$ cat src/rtl/mcpg_pkg.sv
`timescale 1ns / 1ps
// ----------------------------------------------------------------------------
// Midpoint circle generator package
// Item kinds, pixel sequencing constants and decision-variable constants
// shared by the interfaces and the generator modules.
// ----------------------------------------------------------------------------
package mcpg_pkg;

  // What an input beat asks for.
  typedef enum logic {
    KIND_START = 1'b0,
    KIND_STEP  = 1'b1
  } kind_t;

  // Eight symmetric pixels per octant point.
  localparam int PIX_PER_STEP = 8;
  localparam int PIX_IDX_BITS = $clog2(PIX_PER_STEP);

  typedef logic [PIX_IDX_BITS-1:0] pix_idx_t;

  localparam pix_idx_t LAST_PIX = pix_idx_t'(PIX_PER_STEP - 1);

  // Decision variable: d0 = 3 - 2r, then +4(x-y)+10 on a diagonal move,
  // +4x+6 on an axial move.
  localparam int DEC_INIT      = 3;
  localparam int DEC_DIAG_BIAS = 10;
  localparam int DEC_AXIS_BIAS = 6;
  localparam int DEC_SHIFT     = 2;

  // Extra decision bits over the coordinate width.
  localparam int DEC_EXTRA_BITS = 4;
  // Extra pixel bits over the coordinate width (sign and carry).
  localparam int PIX_EXTRA_BITS = 2;

endpackage

$ cat src/rtl/mcpg_item_if.sv
`timescale 1ns / 1ps
// ----------------------------------------------------------------------------
// Circle command channel
// Valid/ready channel carrying start and step commands.
// ----------------------------------------------------------------------------
interface mcpg_item_if #(
  parameter int COORD_BITS = 12
);
  logic                    valid;
  logic                    ready;
  mcpg_pkg::kind_t         kind;
  logic [COORD_BITS-1:0]   center_x;
  logic [COORD_BITS-1:0]   center_y;
  logic [COORD_BITS-2:0]   radius;

  modport source (output valid, kind, center_x, center_y, radius, input ready);
  modport sink   (input valid, kind, center_x, center_y, radius, output ready);
endinterface

$ cat src/rtl/mcpg_pixel_if.sv
`timescale 1ns / 1ps
// ----------------------------------------------------------------------------
// Pixel channel
// Valid/ready channel carrying one plotted pixel per beat.
// ----------------------------------------------------------------------------
interface mcpg_pixel_if #(
  parameter int COORD_BITS = 12
);
  logic                                                 valid;
  logic                                                 ready;
  logic signed [COORD_BITS+mcpg_pkg::PIX_EXTRA_BITS-1:0] pixel_x;
  logic signed [COORD_BITS+mcpg_pkg::PIX_EXTRA_BITS-1:0] pixel_y;
  logic                                                 last_of_step;
  logic                                                 done_res;

  modport source (output valid, pixel_x, pixel_y, last_of_step, done_res, input ready);
  modport sink   (input valid, pixel_x, pixel_y, last_of_step, done_res, output ready);
endinterface

$ cat src/rtl/midpoint_circle_pixel_generator_unit.sv
`timescale 1ns / 1ps
// ----------------------------------------------------------------------------
// Midpoint circle pixel generator
// Integer midpoint circle rasterizer emitting eight symmetric pixels per step.
// ----------------------------------------------------------------------------
// Usage:
//   The items channel takes start and step beats. A start beat latches the
//   center and radius and primes the decision variable; it produces nothing.
//   Each step beat while a circle is running produces eight pixel beats on
//   the pixels channel, in octant order, the eighth marked with last_of_step
//   and, when the point has crossed the diagonal, with done_res. A step beat
//   while idle is consumed silently; a start beat while running restarts.
//   The first pixel of a step is valid once its point record has passed the
//   point queue and the registered output stage. Pixels leave at one pixel per
//   cycle while pixels is not stalled, set by the single pixel emitter draining the point queue.
//   The walker updates its point when a step is accepted and parks a point
//   record in a two-entry queue, so it keeps taking beats while the emitter
//   is still working or the receiver stalls; it backs off only when the
//   queue is full. A stall on pixels simply holds the output register.
//   Reset (synchronous, active high) empties the queue and output stage and
//   leaves the generator idle with all point state cleared.
// ----------------------------------------------------------------------------
module midpoint_circle_pixel_generator_unit #(
  parameter int COORD_BITS  = 12,
  parameter int QUEUE_DEPTH = 2
) (
  input  logic          clk,
  input  logic          rst,
  mcpg_item_if.sink     items,
  mcpg_pixel_if.source  pixels
);

  // Point record: center x, center y, offset x, offset y, finished flag.
  localparam int REC_BITS = 4 * COORD_BITS + 1;

  logic                push_valid;
  logic                push_ready;
  logic [REC_BITS-1:0] push_data;
  logic                pop_valid;
  logic                pop_ready;
  logic [REC_BITS-1:0] pop_data;

  // Front: command decode, octant point and decision variable update.
  mcpg_front #(
    .COORD_BITS (COORD_BITS)
  ) u_front (
    .clk        (clk),
    .rst        (rst),
    .items      (items),
    .push_valid (push_valid),
    .push_ready (push_ready),
    .push_data  (push_data)
  );

  // Queue of pending point records between walker and emitter.
  mcpg_queue #(
    .WIDTH (REC_BITS),
    .DEPTH (QUEUE_DEPTH)
  ) u_queue (
    .clk        (clk),
    .rst        (rst),
    .push_valid (push_valid),
    .push_ready (push_ready),
    .push_data  (push_data),
    .pop_valid  (pop_valid),
    .pop_ready  (pop_ready),
    .pop_data   (pop_data)
  );

  // Back: eight pixels per record through the registered output stage.
  mcpg_back #(
    .COORD_BITS (COORD_BITS)
  ) u_back (
    .clk       (clk),
    .rst       (rst),
    .pop_valid (pop_valid),
    .pop_ready (pop_ready),
    .pop_data  (pop_data),
    .pixels    (pixels)
  );

endmodule

$ cat src/rtl/mcpg_front.sv
`timescale 1ns / 1ps
// ----------------------------------------------------------------------------
// Circle walker front end
// Accepts commands, holds the octant point and decision variable, and pushes
// one point record per step of a running circle into the queue.
// ----------------------------------------------------------------------------
module mcpg_front #(
  parameter int COORD_BITS = 12
) (
  input  logic                      clk,
  input  logic                      rst,
  mcpg_item_if.sink                 items,
  output logic                      push_valid,
  input  logic                      push_ready,
  output logic [4*COORD_BITS:0]     push_data
);

  localparam int DW = COORD_BITS + mcpg_pkg::DEC_EXTRA_BITS;

  logic [COORD_BITS-1:0]  offset_x;
  logic [COORD_BITS-1:0]  offset_y;
  logic signed [DW-1:0]   decision;
  logic [COORD_BITS-1:0]  held_center_x;
  logic [COORD_BITS-1:0]  held_center_y;
  logic                   active;

  logic                   accept;
  logic                   is_step;
  logic                   diag_move;
  logic signed [DW-1:0]   diff;
  logic signed [DW-1:0]   decision_next;
  logic [COORD_BITS-1:0]  x_next;
  logic [COORD_BITS-1:0]  y_next;
  logic                   finished;

  assign items.ready = push_ready;
  assign accept      = items.valid && items.ready;
  assign is_step     = (items.kind == mcpg_pkg::KIND_STEP);

  always_comb begin
    diag_move = (decision > 0);
    diff      = $signed(DW'(offset_x)) - $signed(DW'(offset_y));
    if (diag_move) begin
      decision_next = decision + (diff <<< mcpg_pkg::DEC_SHIFT)
                    + DW'(mcpg_pkg::DEC_DIAG_BIAS);
      y_next        = (offset_y == '0) ? '0 : offset_y - COORD_BITS'(1);
    end else begin
      decision_next = decision + $signed(DW'(offset_x) << mcpg_pkg::DEC_SHIFT)
                    + DW'(mcpg_pkg::DEC_AXIS_BIAS);
      y_next        = offset_y;
    end
    x_next   = offset_x + COORD_BITS'(1);
    // A clamped y of zero still sits below x_next, so the crossing is seen.
    finished = (y_next < x_next);
  end

  assign push_valid = accept && is_step && active;
  assign push_data  = {held_center_x, held_center_y, offset_x, offset_y, finished};

  always_ff @(posedge clk) begin
    if (rst) begin
      offset_x      <= '0;
      offset_y      <= '0;
      decision      <= '0;
      held_center_x <= '0;
      held_center_y <= '0;
      active        <= 1'b0;
    end else if (accept) begin
      if (!is_step) begin
        held_center_x <= items.center_x;
        held_center_y <= items.center_y;
        offset_x      <= '0;
        offset_y      <= COORD_BITS'(items.radius);
        decision      <= DW'(mcpg_pkg::DEC_INIT) - DW'({items.radius, 1'b0});
        active        <= 1'b1;
      end else if (active) begin
        offset_x <= x_next;
        offset_y <= y_next;
        decision <= decision_next;
        active   <= !finished;
      end
    end
  end

endmodule

$ cat src/rtl/mcpg_queue.sv
`timescale 1ns / 1ps
// ----------------------------------------------------------------------------
// Point record queue
// Small register FIFO that decouples the walker from the pixel emitter.
// ----------------------------------------------------------------------------
module mcpg_queue #(
  parameter int WIDTH = 49,
  parameter int DEPTH = 2
) (
  input  logic             clk,
  input  logic             rst,
  input  logic             push_valid,
  output logic             push_ready,
  input  logic [WIDTH-1:0] push_data,
  output logic             pop_valid,
  input  logic             pop_ready,
  output logic [WIDTH-1:0] pop_data
);

  localparam int PW = (DEPTH > 1) ? $clog2(DEPTH) : 1;
  localparam int CW = $clog2(DEPTH + 1);

  logic [WIDTH-1:0] entries [DEPTH];
  logic [PW-1:0]    wr_ptr;
  logic [PW-1:0]    rd_ptr;
  logic [CW-1:0]    count;
  logic             do_push;
  logic             do_pop;

  assign push_ready = (count != CW'(DEPTH));
  assign pop_valid  = (count != '0);
  assign pop_data   = entries[rd_ptr];
  assign do_push    = push_valid && push_ready;
  assign do_pop     = pop_valid && pop_ready;

  always_ff @(posedge clk) begin
    if (do_push) begin
      entries[wr_ptr] <= push_data;
    end
  end

  always_ff @(posedge clk) begin
    if (rst) begin
      wr_ptr <= '0;
      rd_ptr <= '0;
      count  <= '0;
    end else begin
      if (do_push) begin
        wr_ptr <= (wr_ptr == PW'(DEPTH - 1)) ? '0 : wr_ptr + PW'(1);
      end
      if (do_pop) begin
        rd_ptr <= (rd_ptr == PW'(DEPTH - 1)) ? '0 : rd_ptr + PW'(1);
      end
      if (do_push && !do_pop) begin
        count <= count + CW'(1);
      end else if (do_pop && !do_push) begin
        count <= count - CW'(1);
      end
    end
  end

endmodule

$ cat src/rtl/mcpg_back.sv
`timescale 1ns / 1ps
// ----------------------------------------------------------------------------
// Pixel emitter back end
// Expands each point record into its eight symmetric pixels, one per cycle
// while the output is not stalled, through a registered output stage.
// ----------------------------------------------------------------------------
module mcpg_back #(
  parameter int COORD_BITS = 12
) (
  input  logic                  clk,
  input  logic                  rst,
  input  logic                  pop_valid,
  output logic                  pop_ready,
  input  logic [4*COORD_BITS:0] pop_data,
  mcpg_pixel_if.source          pixels
);

  localparam int PW = COORD_BITS + mcpg_pkg::PIX_EXTRA_BITS;

  mcpg_pkg::pix_idx_t     pix_idx;
  logic                   load;
  logic                   take;
  logic                   last_pix;

  logic [COORD_BITS-1:0]  rec_cx;
  logic [COORD_BITS-1:0]  rec_cy;
  logic [COORD_BITS-1:0]  rec_x;
  logic [COORD_BITS-1:0]  rec_y;
  logic                   rec_done;

  logic [PW-1:0]          u;
  logic [PW-1:0]          v;
  logic [PW-1:0]          px;
  logic [PW-1:0]          py;

  assign {rec_cx, rec_cy, rec_x, rec_y, rec_done} = pop_data;

  // Output stage may take a new pixel when empty or being drained.
  assign load      = !pixels.valid || pixels.ready;
  assign take      = load && pop_valid;
  assign last_pix  = (pix_idx == mcpg_pkg::LAST_PIX);
  assign pop_ready = load && last_pix;

  // Index bit 2 swaps the roles of x and y, bit 0 negates the x term,
  // bit 1 negates the y term.
  always_comb begin
    u  = pix_idx[2] ? PW'(rec_y) : PW'(rec_x);
    v  = pix_idx[2] ? PW'(rec_x) : PW'(rec_y);
    px = pix_idx[0] ? PW'(rec_cx) - u : PW'(rec_cx) + u;
    py = pix_idx[1] ? PW'(rec_cy) - v : PW'(rec_cy) + v;
  end

  always_ff @(posedge clk) begin
    if (take) begin
      pixels.pixel_x      <= $signed(px);
      pixels.pixel_y      <= $signed(py);
      pixels.last_of_step <= last_pix;
      pixels.done_res     <= last_pix && rec_done;
    end
  end

  always_ff @(posedge clk) begin
    if (rst) begin
      pixels.valid <= 1'b0;
      pix_idx      <= '0;
    end else if (load) begin
      pixels.valid <= pop_valid;
      if (pop_valid) begin
        pix_idx <= pix_idx + mcpg_pkg::pix_idx_t'(1);
      end
    end
  end

endmodule
$ cat src/flat_wrapper.sv
// flat-port wrapper written by rule: the top's interface ports become plain ports
module midpoint_circle_pixel_generator_unit_flat 
#(
  parameter int COORD_BITS  = 12,
  parameter int QUEUE_DEPTH = 2
)
  (clk, rst, items_valid, items_kind, items_center_x, items_center_y, items_radius, items_ready, pixels_valid, pixels_pixel_x, pixels_pixel_y, pixels_last_of_step, pixels_done_res, pixels_ready);
  mcpg_item_if #(.COORD_BITS(COORD_BITS)) items_i ();
  mcpg_pixel_if #(.COORD_BITS(COORD_BITS)) pixels_i ();
  input  logic clk;
  input  logic rst;
  input wire logic [$bits(items_i.valid)-1:0] items_valid;
  input wire logic [$bits(items_i.kind)-1:0] items_kind;
  input wire logic [$bits(items_i.center_x)-1:0] items_center_x;
  input wire logic [$bits(items_i.center_y)-1:0] items_center_y;
  input wire logic [$bits(items_i.radius)-1:0] items_radius;
  output wire logic [$bits(items_i.ready)-1:0] items_ready;
  output wire logic [$bits(pixels_i.valid)-1:0] pixels_valid;
  output wire logic [$bits(pixels_i.pixel_x)-1:0] pixels_pixel_x;
  output wire logic [$bits(pixels_i.pixel_y)-1:0] pixels_pixel_y;
  output wire logic [$bits(pixels_i.last_of_step)-1:0] pixels_last_of_step;
  output wire logic [$bits(pixels_i.done_res)-1:0] pixels_done_res;
  input wire logic [$bits(pixels_i.ready)-1:0] pixels_ready;
  assign items_i.valid = items_valid;
  assign items_i.kind = items_kind;
  assign items_i.center_x = items_center_x;
  assign items_i.center_y = items_center_y;
  assign items_i.radius = items_radius;
  assign items_ready = items_i.ready;
  assign pixels_valid = pixels_i.valid;
  assign pixels_pixel_x = pixels_i.pixel_x;
  assign pixels_pixel_y = pixels_i.pixel_y;
  assign pixels_last_of_step = pixels_i.last_of_step;
  assign pixels_done_res = pixels_i.done_res;
  assign pixels_i.ready = pixels_ready;
  midpoint_circle_pixel_generator_unit #(.COORD_BITS(COORD_BITS), .QUEUE_DEPTH(QUEUE_DEPTH)) u_core (.clk(clk), .rst(rst), .items(items_i), .pixels(pixels_i));
endmodule
$ cat config.mk
export PLATFORM = sky130hd
export DESIGN_NAME = midpoint_circle_pixel_generator_unit_flat
export DESIGN_NICKNAME = d
export VERILOG_FILES = /design/src/rtl/mcpg_pkg.sv /design/src/rtl/mcpg_item_if.sv /design/src/rtl/mcpg_pixel_if.sv /design/src/rtl/midpoint_circle_pixel_generator_unit.sv /design/src/rtl/mcpg_front.sv /design/src/rtl/mcpg_queue.sv /design/src/rtl/mcpg_back.sv /design/src/flat_wrapper.sv
export SDC_FILE = /design/constraint.sdc
export NUM_CORES = 1
export LEC_CHECK = 0
export ABC_AREA = 1
export BUFFER_PORTS_ARGS = -buffer_cell sky130_fd_sc_hd__buf_2
export CAP_MARGIN = 40
export CELL_PAD_IN_SITES_DETAIL_PLACEMENT = 2
export CELL_PAD_IN_SITES_GLOBAL_PLACEMENT = 2
export CORE_MARGIN = 2
export CORE_UTILIZATION = 34
export DETAILED_ROUTE_END_ITERATION = 10
export HOLD_SLACK_MARGIN = 0.08
export PLACE_DENSITY_LB_ADDON = 0.1
export SYNTH_ARGS = -nofsm -noshare
export SYNTH_HDL_FRONTEND = slang
export SYNTH_SLANG_ARGS = --single-unit
$ cat constraint.sdc
create_clock -name clk -period 3.49 [get_ports clk]
set_input_delay 0.5235 -clock clk [delete_from_list [all_inputs] [get_ports clk]]
set_output_delay 0.5235 -clock clk [all_outputs]
set_load 0.01 [all_outputs]
==> run_results.csv <==
group,metric,value,unit
run_status,status,"finished, final reports clean",
worst_setup_path,arrival,3720,ps
routing,viasPerCell,5.13,
pwr,power.density,479,nW/um^2
die,core_area,37600,sq um
clock_network,clockBufferDepth,3,
worst_setup_path,cp_common_cell,"inv_1",
routing,drc,0,
die,rows,71,
pwr,p_leak,6.80,nW
clock_network,cts_root_buf,"clkbuf_16",
routing,firstDrtPassIters,4,
global_routing,grt_overflow,0,
sta,fin_crit,3310,ps
layout,final_cell_mix,"nand2_1, a21oi_1, inv_1",
routing,avgRoutedWirePerCell,20.2,microns
min_path,hp-class,"input pin to register",
layout,final_common_cell,"nand2_1",
clock_network,insertion_delay,550,ps
synthesis,yosysWarnings,0,
layout,fin_nets,1860,
synthesis,syn-cell-area,13000,sq um
placed_design,pre_cts_slack,-51.5,ps
die,die_area,39700,sq um
die,io_pins,72,
sta,finalSetupViolations,0,
sta,finalWorstSetupSlack,178,ps
sta,timing.fmax,302,MHz
sta,worst_slew_pin_slew,673,ps
synthesis,synth_nets,1731,
die,start_util,0.345,
worst_setup_path,path_cells,"inv_1, ha_4, a21oi_2, o21ai_2, buf_4, a21oi_1, nor2_1, nor2_1, xor2_1, inv_1, ha_1, ha_4, inv_1, o21bai_2, a21oi_2, o21ai_2, a21oi_1, o21ai_0, o21ai_1, nand2_1, a31oi_1",
worst_setup_path,crit_buf_inv,4,
sta,skew,16.9,ps
synthesis,synth-seq-area-share,0.411,
global_routing,antenna_found_initial,0,
layout,areaGrowthSynthToFinish,20.1,%
worst_setup_path,cp-end-kind,"register",
sta,hold_viol,0,
worst_setup_path,slowest_delay,330,ps
run,cap_violations,0,
global_routing,grt_pass1_wl,70000,microns
pwr,vdd_ir_drop_max,308,uV
clock_network,cts_tree,"yes",
layout,diodes,0,
worst_setup_path,critical_path.top_delay_family,"compound AO/OA/AOI/OAI gates",
worst_setup_path,critPathLaunchType,"register",
clock_network,clkSinkCount,202,
worst_setup_path,path_class,"register to register",
layout,drive_above_1_share,0.195,
routing,route.vias.total,11400,
global_routing,grt_usage,0.230,
sta,slew_violations,0,
worst_setup_path,cp_data_required_time,3890,ps
synthesis,yosys.cell_types.count,53,
sta,rsz0062_at_grt,"true",
clock_network,cts_buffers,24,
sta,slew_headroom,0.550,
die,die-height,199,microns
synthesis,synth_cells,1555,
synthesis,ys_seq_elements,202,
layout,stdcell_area,15600,sq um
worst_setup_path,critPathMaxFanout,4,
placed_design,place.gp.congestion,0.848,
clock_network,path_clk_slew,70,ps
layout,multi_input_area,7080,sq um
routing,ant_nets,0,
routing,totalWireLength,44600,microns
placed_design,numPortBuffers,71,
synthesis,synth.avg_cell_area,8.33,sq um
layout,n_fill_cell,4251,
layout,final_util,0.414,
pwr,power,7.44,mW
sta,finalSetupTns,0,ps
placed_design,dpl.hpwl,34200,microns
sta,fin_crit_sh,0.949,
placed_design,placed_area,14400,sq um
global_routing,grt_pass1_vias,12500,
worst_setup_path,crit_path_top_delay_cell,"dfxtp_1",
clock_network,cts_hold_buf,0,
clock_network,h-tree-depth,1,
layout,seqCellArea,5330,sq um
die,fp.dieW,199,microns
global_routing,grt_max_degree,49,
routing,drtIter0Drc,342,
cell type report:
cell class | count | area share
tap | 511 | 0.0411
sequential | 202 | 0.343
timing repair buffer | 151 | 0.0662
inverter | 182 | 0.0440
clock inverter | 13 | 0.00893
clock buffer | 30 | 0.0421
multi-input combinational | 1123 | 0.455
synthesized netlist by cell type (all sizes together):
cell,number,area [sq um]
a211oi,2,15.0
a21boi,4,30.0
a21oi,177,920
a221oi,5,43.8
a2bb2oi,2,17.5
a31oi,10,68.8
buf,11,60.1
clkbuf,37,139
clkinv,3,12.5
dfxtp,74,1480
edfxtp,128,3840
fa,7,140
ha,129,1610
inv,179,672
mux2i,6,60.1
nand2,317,1220
nand3,66,340
nand3b,1,7.51
nand4,10,62.6
nor2,112,455
nor3,14,103
nor4,2,18.8
o2111ai,7,61.3
o211ai,1,7.51
o21a,3,22.5
o21ai,150,762
o21bai,9,67.6
o221ai,1,8.76
o22ai,2,12.5
o31ai,7,57.6
or2,26,163
xnor2,11,96.3
xor2,42,368
flip-flops by register name, summed over array words and instances (netlist names), 2 cells and up, named ones only:
name                          flops
u_core.u_front.offset_y          12
u_core.u_front.offset_x          12
u_core.u_back.pix_idx             3
u_core.u_back.pixels.pixel_y     14
u_core.u_front.held_center_y     12
u_core.u_front.decision          16
u_core.u_queue.count              2
u_core.u_queue.entries           98
u_core.u_back.pixels.pixel_x     14
u_core.u_front.held_center_x     12
metal layers:
| layer | part of all wire | up-vias | wire [microns] | global-route usage |
|---|---|---|---|---|
| met1 | 0.44 | 5647 | 19700 | 0.283 |
| met5 | 0 | - | 0 | 0 |
| met3 | 0.026 | 57 | 1140 | 0.0241 |
| met4 | 0.022 | 0 | 989 | 0.0564 |
| li1 | - | 5523 | - | - |
| met2 | 0.51 | 125 | 22800 | 0.426 |
what timing repair did:
action,4_1_cts,5_1_grt
pin swaps,0,15
endpoints found under the hold margin,0,0
cloned,0,0
setup endpoints to repair,6,22
setup buffers,0,6
gates resized for setup,5,62
metrics by stage:
| step | hold slack, ps | std cells |
|---|---|---|
| after floorplan | 426 | 1555 |
| after global placement | 433 | 2162 |
| after detailed placement | 444 | 2163 |
| after CTS | 226 | 2206 |
| after global routing | 237 | 2212 |
| final | 248 | 2212 |
worst paths after layout:
path | to | startpoint | slack, ps | depth (start not counted)
max reg2reg | u_core.u_front.decision[10] | u_core.u_front.offset_y[2] | 180 | 21
max | u_core.u_front.decision[10] | u_core.u_front.offset_y[2] | 180 | 21
min | u_core.u_front.held_center_x[10] | items_center_x[10] | 250 | 3
min reg2reg | u_core.u_queue.entries[1][38] | u_core.u_front.held_center_x[1] | 460 | 0
power breakdown:
part           internal, mW  total [mW]  switching, mW
Combinational         0.818        2.15           1.33
Clock                  1.49        2.59           1.10
Sequential             2.64        2.70         0.0566
Total                  4.95        7.44           2.49
logic make-up (layout without fill, tap and decap cells):
group	Yosys count	after routing	synth area share
AOI/OAI and AO/OA	380	380	0.162
xor gates and xnor gates	53	53	0.0358
adders and majority gates	136	136	0.135
buffers and inverters	230	376	0.0682
DFF	202	202	0.411
muxes	6	6	0.00464
and+or+nand+nor	548	548	0.183
worst reg2reg max path: cells and delay by family, from the launching register on:
kind	cells	cell delay (ps)
buf+inv	4	340
fa+ha+maj	3	870
simple gates	3	240
compound gates	10	1220
xor+xnor	1	170
flops	1	330
No activity file was read; power rests on OpenSTA's default activity.
